## src/rtl/vt4_pkg.sv

```systemverilog
// ----------------------------------------------------------------------------
// vt4_pkg
// Shared widths, register codes and types for the 4x4 vertex transform.
// ----------------------------------------------------------------------------
package vt4_pkg;

    localparam int ROWS            = 4;
    localparam int COEFF_W         = 16;
    localparam int COMP_W          = 32;
    localparam int COEFF_FRAC_BITS = 8;
    localparam int ROW_W           = ROWS * COEFF_W;
    localparam int PROD_W          = COEFF_W + COMP_W;
    localparam int PAIR_W          = PROD_W + 1;
    localparam int SUM_W           = PAIR_W + 1;
    localparam int SHIFT_W         = SUM_W - COEFF_FRAC_BITS;
    localparam int CFG_INDEX_W     = 2;

    typedef enum logic [CFG_INDEX_W-1:0] {
        REG_ROW0 = 2'd0,
        REG_ROW1 = 2'd1,
        REG_ROW2 = 2'd2,
        REG_ROW3 = 2'd3
    } vt4_reg_idx_t;

    typedef logic [ROWS-1:0][COEFF_W-1:0] vt4_row_t;
    typedef logic [ROWS-1:0][COMP_W-1:0]  vt4_vec_t;

    localparam logic [ROW_W-1:0] ROW_RESET [ROWS] = '{
        64'h0000_0000_0000_0100,
        64'h0000_0000_0100_0000,
        64'h0000_0100_0000_0000,
        64'h0100_0000_0000_0000
    };

    typedef struct packed {
        logic en1;
        logic en2;
        logic en3;
        logic en4;
    } vt4_adv_t;

endpackage

```

## src/rtl/vt4_cfg_regs.sv

```systemverilog
// ----------------------------------------------------------------------------
// vt4_cfg_regs
// Matrix row registers, loaded through the configuration write channel.
// ----------------------------------------------------------------------------
module vt4_cfg_regs (
    input  logic                                 aclk,
    input  logic                                 aresetn,
    input  logic                                 cfg_write,
    input  logic [vt4_pkg::CFG_INDEX_W-1:0]      cfg_index,
    input  logic [vt4_pkg::ROW_W-1:0]            cfg_data,
    output vt4_pkg::vt4_row_t                    rows [vt4_pkg::ROWS]
);

    logic [vt4_pkg::ROW_W-1:0] rows_reg  [vt4_pkg::ROWS];
    logic [vt4_pkg::ROW_W-1:0] rows_next [vt4_pkg::ROWS];

    always_comb begin
        for (int i = 0; i < vt4_pkg::ROWS; i++) begin
            rows_next[i] = rows_reg[i];
        end
        if (cfg_write) begin
            unique case (vt4_pkg::vt4_reg_idx_t'(cfg_index))
                vt4_pkg::REG_ROW0: rows_next[0] = cfg_data;
                vt4_pkg::REG_ROW1: rows_next[1] = cfg_data;
                vt4_pkg::REG_ROW2: rows_next[2] = cfg_data;
                vt4_pkg::REG_ROW3: rows_next[3] = cfg_data;
                default: ;
            endcase
        end
    end

    always_ff @(posedge aclk) begin
        for (int i = 0; i < vt4_pkg::ROWS; i++) begin
            if (!aresetn) begin
                rows_reg[i] <= vt4_pkg::ROW_RESET[i];
            end else begin
                rows_reg[i] <= rows_next[i];
            end
        end
    end

    always_comb begin
        for (int i = 0; i < vt4_pkg::ROWS; i++) begin
            rows[i] = rows_reg[i];
        end
    end

endmodule

```

## config.mk

```make
export PLATFORM = sky130hd
export DESIGN_NAME = vt4_cfg_regs
export DESIGN_NICKNAME = d
export VERILOG_FILES = /design/src/rtl/vt4_pkg.sv /design/src/rtl/vt4_cfg_regs.sv
export SDC_FILE = /design/constraint.sdc
export NUM_CORES = 1
export LEC_CHECK = 0
export CAP_MARGIN = 40
export CELL_PAD_IN_SITES_DETAIL_PLACEMENT = 0
export CELL_PAD_IN_SITES_GLOBAL_PLACEMENT = 1
export CORE_UTILIZATION = 35
export DETAILED_ROUTE_END_ITERATION = 7
export DONT_BUFFER_PORTS = 1
export HOLD_SLACK_MARGIN = 0.05
export MAX_ROUTING_LAYER = met4
export PLACE_DENSITY = 0.63
export RECOVER_POWER = 25
export SETUP_SLACK_MARGIN = 0.15
export SYNTH_ARGS = -nofsm -noshare
export SYNTH_HDL_FRONTEND = slang
export SYNTH_SLANG_ARGS = --single-unit
export TNS_END_PERCENT = 30
```

## constraint.sdc

```tcl
create_clock -name aclk -period 3.4 [get_ports aclk]
set_input_delay 0.51 -clock aclk [delete_from_list [all_inputs] [get_ports aclk]]
set_output_delay 0.51 -clock aclk [all_outputs]
set_load 0.05 [all_outputs]
```

## After elaboration in Yosys (flattened, before gate mapping)

Memories as Yosys holds them, arrays and structs flattened.
Index checks and enable logic that the tools add are counted.

- Eq/ne operators: 3
- Mux-type cells: 11
- Bitwise gates (word level): 4
- Reductions and logical operators: 1

Operators by type and width:

| cell | number |
|---|---|
| 64-bit 2-to-1 mux | 8 |
| 256-bit 2-to-1 mux | 1 |
| 2-bit == test (second input constant) | 2 |
| 1-bit OR | 4 |
| 2-bit by 1-bit == test with 1-bit output (second input constant) | 1 |
| 2-bit zero test | 1 |
| 1-bit 2-to-1 mux | 2 |

- Register bits after elaboration: 0
- Memory bits (writable): 256
- Input bits: 69
- Output and inout port bits: 256
- Word-level logic and storage cells: 20
- Memories: 1

Memory list:

| memory | depth | width | rd ports | clocked after Yosys merged registers in | write ports | RTL line | source |
|---|---|---|---|---|---|---|---|
| rows_reg | 4 | 64 | 4 | 0 | 4 | vt4_cfg_regs.sv:14 | `logic [vt4_pkg::ROW_W-1:0] rows_reg [vt4_pkg::ROWS];` |

## Depth between registers and ports, before layout

Gate-level depths: netlist of run 1.

- Depth after elaboration: 4
- Gate-level depth with buffers: 5
- Gate-level depth less buffers: 2

## Least setup slack after synthesis of run 1

OpenSTA, ideal clock, no wires.

- Kind: input port to flip-flop
- From: in cfg_index[1] in the netlist's numbering
- To: mem rows_reg[0][8] in the netlist's numbering
- Setup time: 0.120 ns
- Data arrival time: 1.341 ns
- Data required time: 3.280 ns
- Setup slack: 1.939 ns
- Stages on the path: 3
- Path buffers: 1
- Cells stage by stage: or3b_1 buf_6 a211o_1

RTL lines:

| item | RTL line | source |
|---|---|---|
| start, declared | vt4_cfg_regs.sv:9 | `input logic [vt4_pkg::CFG_INDEX_W-1:0] cfg_index,` |
| end, declared | vt4_cfg_regs.sv:14 |  |

==> impl_results.rst, run 1 <==
.. list-table::
   :header-rows: 1

   * - Metric
     - Value
   * - Result of the run
     - finished with violations
   * - Violations in the final reports
     - design-rule violations
   * - Number of antenna violations at the first check in global routing
     - 0
   * - Final wirelength
     - 23.80 mm
   * - Layer with the highest usage after global routing
     - met2
   * - Number of warnings reported in the yosys synthesis log
     - 0
   * - Fin worst setup slack
     - 1.617 ns
   * - Synth area leader
     - dfxtp_1
   * - Count of final setup violators
     - 0
   * - Die boundary width
     - 165.3 um
   * - Setup crit end kind
     - output pin
   * - Count of final hold-check violations
     - 0
   * - Internal power
     - 5215 uW
   * - Vert. Die Dim
     - 165.3 um
   * - Switching part of the total
     - 25.80%
   * - Vias in the first global route
     - 5,590
   * - Clock power frac
     - 45.6%
   * - Maximum operating frequency
     - 0.5607 GHz
   * - Clock insertion delay at the later pin of the skew report
     - 0.53 ns
   * - Worst hold slack
     - 0.1388 ns
   * - Net switching power
     - 1814 uW
   * - Fraction of the yosys area taken by sequential cells
     - 54.91%
   * - Normalized max-slew margin
     - 43.46%
   * - Number of non-filler instances in the completed layout
     - 1,234
   * - Number of pins with negative max-slew slack in the final report
     - 0
   * - Fraction of final layout cells sized beyond drive strength 1
     - 6.563%
   * - CTS Hold Bufs
     - 0
   * - Final critical-path required period
     - 1.783 ns
   * - Clock tree from TritonCTS
     - done
   * - Number of setup buffers added after CTS
     - 0
   * - Combinational share of power
     - 3.7%
   * - 1st-pass router iterations
     - 7
   * - Synthesis-to-layout area growth
     - 12.01%
   * - Clock tree root driver cell
     - clkbuf_16
   * - Max-cap viol count
     - 0
   * - Ratio of routed vias to standard cells
     - 4.844
   * - Worst slew pin tran
     - 0.8481 ns
   * - Met3 track utilization from global routing
     - 6.743%
   * - Distinct cell type count after synthesis
     - 19
   * - Post-synthesis cell count
     - 901
   * - Residual DRC
     - 48
   * - DR WL/cell
     - 19.28 um
   * - Quantity of I/O buffers inserted on ports
     - 0
   * - Io pins
     - 325
   * - Largest voltage drop on the vdd net
     - 0.3222 mV
   * - DPL Wire Length
     - 15.62 mm
   * - Largest clock skew in the final design
     - 0 ns
   * - Inserted Diodes
     - 0
   * - Leakage power
     - 0.004894 uW
   * - CTS resizes
     - 0
   * - Post-route fraction of the period consumed by the critical path
     - 52.46%
   * - Via count
     - 5,977
   * - Leading post-synthesis cells by cell area
     - dfxtp_1 (55%), mux2i_1 (27%), nand2_1 (13%), buf_12 (1.3%), clkbuf_1 (1.0%)
   * - Area of the die
     - 0.02732 sq mm
   * - Worst min-delay path category
     - in2reg
   * - Maximum number of pins on one net before global-route repair
     - 319
   * - Power per Cell Area
     - 672.4 mW/mm^2
   * - Syn Area/Cell
     - 10.36 sq um
   * - Number of buffers on the longest clock path
     - 3
   * - Placed Instances
     - 1,182
   * - Number of clock sinks
     - 256
   * - H-tree depth reported by CTS
     - 1
   * - First-pass GRT wire length
     - 34.49 mm
   * - Starting utilization of the core area
     - 35.71%
   * - Area share of the largest cell type after synthesis
     - 54.91%
   * - Global Route Usage Sum
     - 16.72%
   * - Clock-pin transition on the worst setup and hold timing paths
     - 0.06 ns
   * - Netlist area before placement
     - 0.009333 sq mm
   * - Critical path data arrival time
     - 1.27 ns
   * - Post-DRT Antenna Nets
     - 0
   * - Flip-flop and latch count after synthesis
     - 256
   * - Unrepaired setup endpoints after global routing
     - no
   * - Required time worst endpoint
     - 2.89 ns
   * - Type of origin of the critical path
     - flip-flop
   * - Number of CTS-inserted buffers
     - 28
   * - Number of placement rows
     - 59
   * - Net count of the finished layout
     - 946
   * - Worst Setup Path Type
     - reg2out
   * - Reg power frac
     - 50.7%
   * - Post-placement setup slack
     - 1.432 ns
   * - Grt met2 use
     - 26.34%
   * - Number of nets produced by synthesis
     - 970
   * - Total power
     - 7029 uW
   * - Initial DRC Count
     - 288
   * - Flip-flop count of the largest register after layout
     - 256
   * - Grt met1 use
     - 19.92%
   * - Core Area
     - 0.02613 sq mm
   * - Critical Path Fanout Max
     - 2
   * - TNS Setup
     - 0 ns
   * - Final RePlAce weighted congestion
     - 0.7409
   * - Sum of overflow across all layers after global routing
     - 0
-- power groups by stage --
stage	sequential (uW)	combinational [uW]	clock [uW]
floorplan	3590	271	0
global placement	3630	262	0
detailed placement	3630	270	0
CTS	3570	270	3300
global route	3580	290	3420
finish	3560	262	3200
-- cells in the final DEF (no fill, tap or decap) --
master / instances
and4bb_2: 1
and3_4: 1
nand2_1: 316
bufinv_16: 3
mux2i_1: 252
or3b_1: 1
and4b_1: 1
dfxtp_1: 256
inv_1: 2
nand3b_1: 2
clkbuf_8: 10
and4b_2: 1
o211ai_1: 1
clkbuf_1: 5
buf_16: 1
buf_4: 7
clkinvlp_4: 1
clkinv_2: 5
a211o_1: 3
clkbuf_16: 29
nand4_1: 1
-- cells by family after synthesis --
group	after synthesis	share of synthesized area, %
AOI/OAI and AO/OA	4	0.3621
buffers and inverters	65	4.223
DFF	256	54.91
muxes	252	27.03
and+or+nand+nor	324	13.47
-- layer usage --
layer | up-vias | share of wire (%)
li1 | 2916 | -
met1 | 2814 | 40
met2 | 216 | 46
met3 | 31 | 12
met4 | 0 | 1.4
met5 | - | 0
-- synth_stat cells, drive strengths merged --
cell    instances
buf            38
mux2i         252
nand4           1
nand2         316
nand3b          2
inv             2
a211o           3
and3            1
o211ai          1
dfxtp         256
clkbuf         25
and4b           2
or3b            1
and4bb          1
-- cell type report --
| class | instances | area (sq um) |
|---|---|---|
| well taps | 335 | 419.2 |
| clock inverters | 9 | 122.6 |
| multi-input cells | 580 | 3817 |
| repair buffers | 9 | 83.83 |
| flip-flops and latches | 256 | 5125 |
| clock buffers | 43 | 878.3 |
| fillers | 2586 | 15680 |
| inverters | 2 | 7.507 |
-- stage by stage --
step	utilization [%]	instance area (sq um)
after floorplan	-	9333
after global placement	36.09	9432
after detailed placement	36.20	9459
after CTS	40.03	10460
after global routing	40.00	10450
final	40.00	10450
-- path summary, 6_finish.rpt --
kind | startpoint | to | slack, ns | cells past startpoint
worst min-delay path | aresetn | rows_reg[2][42] | 0.14 | 2
worst max register to register | rows_reg[3][56] | rows_reg[3][56] | 2.38 | 2
worst max-delay path | rows_reg[2][40] | rows[104] | 1.62 | 0
worst min register to register | rows_reg[2][42] | rows_reg[2][42] | 0.70 | 2
Power figures use the tool's default switching activity.
==> run 2: changes to the inputs <==
ABC_AREA = 1   (was unset)
PLACE_DENSITY = 0.68   (was 0.63)
clock period = 1.8 ns   (was 3.4 ns; I/O delays follow)
==> run 2 against run 1 <==
Effect of this change: the flow now finishes without violations; cell count grew 85%; clock power grew 82%; combinational power grew to 5.7 times the previous value; sequential cell count is the same; setup slack lost 1.5 ns; critical path depth grew 5; synthesized cell count grew 81%; largest power group unchanged.
==> impl_results.rst, run 2 <==
.. list-table::
   :header-rows: 1

   * - Metric
     - Value
   * - Number of placement rows
     - 63
   * - Count of final hold-check violations
     - 0
   * - Crit Reg-Reg Startpoint
     - rows_reg[1][58]
   * - Number of clock sinks
     - 256
   * - Leakage power
     - 0.007270 uW
   * - Area of the die
     - 0.03112 sq mm
   * - DR WL/cell
     - 14.46 um
   * - Leading cell types by count after synthesis
     - nand2_1 (446), nor2_1 (442), dfxtp_1 (256)
   * - Number of warnings reported in the yosys synthesis log
     - 0
   * - Flip-flop count of the largest register after layout
     - 256
   * - Critical path data arrival time
     - 2.11 ns
   * - TNS Setup
     - 0 ns
   * - Io pins
     - 325
   * - Final wirelength
     - 33.09 mm
   * - Worst Setup Path Type
     - reg2reg
   * - Number of enable-type register cells in the synthesized netlist
     - 0
   * - Largest voltage drop on the vdd net
     - 0.6981 mV
   * - End point of the critical path
     - rows_reg[1][58]
   * - Worst min-delay path category
     - in2reg
   * - Cell with the most instances after synthesis
     - nand2_1
   * - Clock tree root driver cell
     - clkbuf_16
   * - First-pass GRT wire length
     - 52.63 mm
   * - Worst setup path start
     - rows_reg[1][58]
   * - Count of final setup violators
     - 0
   * - Number of nets produced by synthesis
     - 1,703
   * - DPL Wire Length
     - 18.36 mm
   * - Maximum operating frequency
     - 0.6050 GHz
   * - Ratio of routed vias to standard cells
     - 4.447
   * - Final critical-path required period
     - 1.653 ns
   * - Post-placement setup slack
     - 0.4909 ns
   * - Final RePlAce weighted congestion
     - 0.7276
   * - Required time worst endpoint
     - 2.25 ns
   * - Async set-or-reset flop fraction in the synthesized netlist
     - 0%
   * - Clock insertion delay at the later pin of the skew report
     - 0.53 ns
   * - Fraction of the yosys area taken by sequential cells
     - 48.13%
   * - Quantity of I/O buffers inserted on ports
     - 0
   * - Post-route fraction of the period consumed by the critical path
     - 91.83%
   * - Vias in the first global route
     - 9,904
   * - Worst slew pin tran
     - 0.6068 ns
   * - Primary FF master, synth
     - dfxtp_1
   * - Clock-pin transition on the worst setup and hold timing paths
     - 0.06 ns
   * - Number of CTS-inserted buffers
     - 29
   * - H-tree depth reported by CTS
     - 1
   * - Number of antenna violations at the first check in global routing
     - 1
   * - Unrepaired setup endpoints after global routing
     - yes
   * - Type of origin of the critical path
     - flip-flop
   * - Post-synthesis cell count
     - 1,634
   * - Largest clock skew in the final design
     - 0 ns
   * - Power per Cell Area
     - 986.0 mW/mm^2
   * - Post-DRT Antenna Nets
     - 0
   * - Synthesis-to-layout area growth
     - 38.87%
   * - Max-cap viol count
     - 0
   * - Fin worst setup slack
     - 0.1471 ns
   * - Netlist area before placement
     - 0.01065 sq mm
   * - Synth area leader
     - dfxtp_1
   * - Leading post-synthesis cells by cell area
     - dfxtp_1 (48%), nand2_1 (16%), nor2_1 (16%), inv_1 (9.0%), nand3_1 (3.3%)
   * - Number of setup buffers added after CTS
     - 0
   * - Top library cells by usage in the layout, fill and taps aside
     - nand2_1 (446), nor2_1 (441), dlygate4sd3_1 (298), dfxtp_1 (256), inv_1 (254)
   * - Endpoint of the worst register-to-register path
     - rows_reg[1][58]
   * - Result of the run
     - finished clean
   * - 1st-pass router iterations
     - 4
   * - Most frequent standard cell in the layout excluding fill and tap cells
     - nand2_1
   * - Worst hold stages
     - 3
   * - Global Route Usage Sum
     - 21.57%
   * - Die boundary width
     - 176.4 um
   * - Flip-flop and latch count after synthesis
     - 256
   * - Core Area
     - 0.02980 sq mm
   * - Clock tree from TritonCTS
     - done
   * - Internal reg-to-reg setup slack
     - 0.15 ns
   * - Net count of the finished layout
     - 1,946
   * - Residual DRC
     - 0
   * - Via count
     - 10,170
   * - Syn Area/Cell
     - 6.516 sq um
   * - Fraction of final layout cells sized beyond drive strength 1
     - 3.321%
   * - Worst R2R Path Depth
     - 5
   * - Maximum number of pins on one net before global-route repair
     - 184
   * - Distinct cell type count after synthesis
     - 12
   * - Normalized max-slew margin
     - 59.49%
   * - Sum of overflow across all layers after global routing
     - 0
   * - Vert. Die Dim
     - 176.4 um
   * - Area share of the largest cell type after synthesis
     - 48.13%
   * - Setup crit end kind
     - flip-flop
   * - Number of pins with negative max-slew slack in the final report
     - 0
   * - Critical Path Fanout Max
     - 2
   * - Starting utilization of the core area
     - 35.74%
   * - Number of buffers on the longest clock path
     - 3
   * - Initial DRC Count
     - 548
## run 2: cell types whose count changed after synthesis, moves of 63 or more
cell,delta
a21oi_1,+63
inv_1,+252
mux2i_1,-252
nand2_1,+130
nand3_1,+71
nor2_1,+442
## run 2: kinds of logic (layout without fill, tap and decap cells)
group / after synthesis / count (layout) / share of synthesized area [%]
and+or+nand+nor: 962 / 962 / 34.82
DFF: 256 / 256 / 48.13
AOI/OAI and AO/OA: 63 / 63 / 2.961
other: 0 / 1 / 0
buffers and inverters: 353 / 616 / 14.09
## run 2: what timing repair did
item,in CTS,in global routing
setup endpoints to repair,0,46
gates resized for setup,0,13
endpoints found under the hold margin,256,0
hold buffers,300,0
## run 2: worst min path at each step
stage | start | end | slack [ns]
after detailed placement | aresetn | rows_reg[3][56] | 0.41
after floorplan | cfg_data[0] | rows_reg[1][0] | 0.40
final | cfg_index[1] | rows_reg[2][40] | 0.21
after CTS | aresetn | rows_reg[2][40] | 0.15
after global routing | aresetn | rows_reg[0][15] | 0.21
after global placement | cfg_data[23] | rows_reg[3][23] | 0.41
## run 2: cell type report
class                           count  area [sq um]
Antenna cell                        1         2.502
Clock inverter                      8         73.82
Sequential cell                   256          5125
Fill cell                        3000         15010
Multi-Input combinational cell   1025          4068
Inverter                          254         953.4
Tap cell                          390         488.0
Timing Repair Buffer              311          3208
Clock buffer                       43         868.3
## run 2: critical path, stage by stage, from the launching register on
cell           delay, ns
dfxtp_1             0.66
inv_1               0.09
nand2_1             0.08
nand2_1             0.04
dlygate4sd3_1       0.57
nor2_1              0.13
## run 2: routing by layer
| metal | wire (um) | global-route usage [%] | up-vias | part of all wire (%) |
|---|---|---|---|---|
| met2 | 15830 | 36.60 | 258 | 48 |
| met5 | 0 | - | - | 0 |
| met3 | 3048 | 7.537 | 41 | 9.2 |
| met1 | 13600 | 24.15 | 4641 | 41 |
| met4 | 609 | 5.172 | 0 | 1.8 |
| li1 | - | - | 5234 | - |
## run 2: power by group
| part | switching, uW | leakage [uW] | internal (uW) |
|---|---|---|---|
| Combinational | 717 | 0.00471 | 778 |
| Sequential | 1290 | 0.00210 | 5970 |
| Clock | 2370 | 0.000463 | 3460 |
| Total | 4380 | 0.00727 | 10200 |
## run 2: per-stage QoR
stage | cells | cell area (sq um) | utilization, % | hold WS (ns) | power (uW)
after detailed placement | 1936 | 10800 | 36.26 | 0.4068 | 8183
after floorplan | 1634 | 10650 | - | 0.4049 | 8077
after global routing | 2288 | 14790 | 49.63 | 0.2103 | 15220
after CTS | 2287 | 14780 | 49.62 | 0.1533 | 14750
after global placement | 1936 | 10800 | 36.26 | 0.4052 | 8156
final | 2288 | 14790 | 49.63 | 0.2145 | 14580
